## src/rtl/skv_ram.sv

```systemverilog
// Generic simple dual-port RAM: one write port, one read port, registered read.
// Depends on nothing.
module skv_ram #(
    parameter int WIDTH = 8,
    parameter int DEPTH = 16
) (
    input  logic                     clk,
    input  logic                     we,
    input  logic [$clog2(DEPTH)-1:0] waddr,
    input  logic [WIDTH-1:0]         wdata,
    input  logic [$clog2(DEPTH)-1:0] raddr,
    output logic [WIDTH-1:0]         rdata
);

    logic [WIDTH-1:0] mem [DEPTH];

    always_ff @(posedge clk)
    begin
        if (we)
        begin
            mem[waddr] <= wdata;
        end
        rdata <= mem[raddr];
    end

endmodule

```

## config.mk

```make
export PLATFORM = sky130hd
export DESIGN_NAME = skv_ram
export DESIGN_NICKNAME = d
export VERILOG_FILES = /design/src/rtl/skv_ram.sv
export SDC_FILE = /design/constraint.sdc
export NUM_CORES = 1
export LEC_CHECK = 0
export ABC_CLOCK_PERIOD_IN_PS = 2500
export BUFFER_PORTS_ARGS = -buffer_cell sky130_fd_sc_hd__clkbuf_2
export CAP_MARGIN = 20
export CORE_MARGIN = 5
export CORE_UTILIZATION = 50
export CTS_CLUSTER_SIZE = 10
export DETAILED_ROUTE_END_ITERATION = 8
export PLACE_DENSITY = 0.67
export RECOVER_POWER = 25
export SYNTH_ARGS = -nofsm -noshare
export SYNTH_HDL_FRONTEND = slang
export SYNTH_SLANG_ARGS = --single-unit
```

## constraint.sdc

```tcl
create_clock -name clk -period 2.5 [get_ports clk]
set_input_delay 0.375 -clock clk [delete_from_list [all_inputs] [get_ports clk]]
set_output_delay 0.375 -clock clk [all_outputs]
set_load 0.02 [all_outputs]
```

==> results by group <==
Clock network
  • Postcts setup bufs: 0
  • CTS tree: done
  • Hold_buf cts: 0
  • Reg clk slew, reported paths: 0.06 ns
  • Clock Latency Late Sink: 0.51 ns
  • Max H-tree Level: 4
  • Num Clock Sinks: 136
  • CTS Buf Count: 17
  • CTS max path bufs: 2
  • Clock root buffer master: clkbuf_8
  • Post-CTS Resized: 0

Timing
  • Final Hold Viols: 0
  • Setup violations, final: 0
  • Post-route setup TNS: 0 ns
  • Hold Slack: 0.277 ns
  • Final min period: 1.44 ns
  • Final Max Tran Viols: 0
  • Fmax: 696 MHz
  • Final worst-path cycle share: 57.5%
  • Slew HR: 47.3%
  • Actual slew at the worst max-slew pin: 0.787 ns
  • RSZ-0062 raised after global routing: false
  • Clock Skews: 0.00562 ns

Power and ir drop
  • Total chip power: 4910 uW
  • Leakage: 0.00204 uW
  • Worst vdd ir: 385 uV
  • Pwr dens: 816 nW/um^2

Route
  • Detail Route Antenna Nets: 0
  • Vias per cell: 5.61
  • Total wire length: 9690 um
  • Avg WL per Cell: 22.5 um
  • DR pass1 iterations: 5
  • Vias post-DR: 2420
  • DR iter-0 viols: 194
  • DRC: 0

Global route
  • First-pass GRT wire length: 15000 um
  • Total GRT Usage: 16.8%
  • Vias in the first global route: 2482
  • Initial antenna violation count: 0
  • Total gr overflow: 0
  • Largest net degree at the start of global routing: 23

Hold path
  • Hold Path Sink: mem[6][5]
  • Hold depth: 1
  • Hold WC Path Type: in -> reg
  • Hold path startpoint: wdata[5]

Synthesis
  • Area contributors post-synth: edfxtp_1 (75%), mux4_2 (7.9%), mux4_1 (7.1%)
  • Mux contribution to synthesized area: 15.0%
  • Mapped Cells: 229
  • Leading area contributor after synthesis: edfxtp_1
  • Syn_nets: 247
  • Synth warnings: 0
  • Synthesized area: 5150 sq um
  • Async S/R FF share, synth: 0%
  • Seq cells post-synth: 136
  • Seq/Total Area, Yosys: 77.8%
  • Netlist cell types: 19
  • Top cells by count, synth: edfxtp_1 (128), mux4_2 (18), a22oi_1 (16)
  • Mean cell area of the mapped netlist: 22.5 sq um
  • Most used DFF post-synth: edfxtp_1
  • Top-area cell type share of the netlist area: 74.7%
  • Simple-gate area share of the yosys netlist: 3.18%
  • Compound-cell area share of the yosys netlist: 2.33%
  • Xor and xnor area share after synthesis: 0%
  • Adder-Cell Fraction of Synth Area: 0%
  • Largest family of logic cells by synthesized area: multiplexers
  • Count leader, synth: edfxtp_1
  • Post-synth EDFFs: 128

Floorplan
  • Io pins: 26
  • Die Height: 111 um
  • Core Region: 10200 sq um
  • DIE AREA: 12400 sq um
  • Initial core utilization: 50.5%
  • Rows: 37
  • Die width: 111 um

Critical path
  • Cells along the critical path: clkbuf_2
  • Arrival time worst endpoint: 1.06 ns
  • Largest stage delay, worst path: 0.36 ns
  • Worst path bufs/invs: 1
  • CP Launch Type: register
  • CP max FO: 1
  • Worst reg2reg startpoint: mem[2][2]
  • Crit-path leading delay family: flip-flops
  • WP data required: 2.12 ns
  • R2r endpoint: rdata[2]
  • Slowest-stage cell, CP: dfxtp_1
  • CP endpoint kind: output port
  • Cells on worst reg2reg path: 3
  • Setup CP Type: reg -> out
  • R2R setup slack: 1.13 ns

Run
  • Max-cap violations: 0

Layout
  • Core Util, Final: 59.1%
  • Final-layout fill cell count: 752
  • Final nets: 301
  • Design Area, Final: 6020 sq um
  • N_diodes: 0
  • Ratio of cells with drive above 1 in the final layout: 29.5%
  • Area growth syn-to-layout: 16.9%

Place
  • GP Congestion: 0.756
  • I/O Buffers: 25
  • Placed Area: 5520 sq um
  • Detailed placer's ending HPWL: 6230 um

Status
  • Status: completed
## placed cells by master, fill, tap and decap left out
cell type   count
dfxtp_1         8
mux4_1         14
clkbuf_2       20
nand2_1         9
nor3_1          4
mux4_2         18
clkbuf_8        3
nand2b_1        2
buf_4          19
a22oi_1        16
clkbuf_1        6
buf_12          1
clkinvlp_4      2
clkbuf_16      16
edfxtp_1      128
nand3_1         1
and2_1          1
and2b_1         1
or3b_2          1
clkinv_2        7
nor2_1         13
clkinv_1        2
nor2b_1         1
nand3b_1        2
## power by group
part / switching [uW] / internal [uW]
Clock: 859 / 1240
Sequential: 15.9 / 2550
Combinational: 144 / 99.7
## layer usage
metal,up-vias,GRT usage [%],share of wire [%]
met5,-,0,0
li1,1078,-,-
met4,0,6.57,1.1
met1,1258,23.7,47
met2,76,25.4,47
met3,8,4.18,4.8
## worst max path at each step
| stage | start | to | slack [ns] | depth (start not counted) |
|---|---|---|---|---|
| 6_report | rdata[6] | rdata[6] | 1.06 | 1 |
| 5_1_grt | rdata[6] | rdata[6] | 1.03 | 1 |
| 4_1_cts | rdata[3] | rdata[3] | 1.04 | 1 |
| 3_5_place_dp | raddr[0] | rdata[2] | 0.67 | 5 |
| 3_3_place_gp | raddr[0] | rdata[2] | 0.65 | 5 |
| 2_1_floorplan | waddr[2] | mem[0][0] | 0.63 | 2 |
## sequential cells by signal, indices dropped and copies added, names as in the netlist
| register | flops |
|---|---|
| mem | 128 |
| rdata | 8 |
## cell families after synthesis
kind of cell | count (synthesis)
mux | 32
flops | 136
simple gates | 35
buf+inv | 10
compound gates | 16
## through the flow
step                instances  setup slack, ns
detailed placement        400            0.669
floorplan                 229            0.632
global route              431             1.03
finish                    431             1.06
global placement          400            0.651
CTS                       431             1.04
## final cells by class
type	count	area, sq um	area share, %
sequential	136	4000	66.6
multi-input combinational	83	1060	17.6
clock buffer	20	445	7.40
timing repair buffer	45	282	4.68
tap	136	170	2.83
clock inverter	11	57.6	0.957
(Power assumes the default switching activity.)
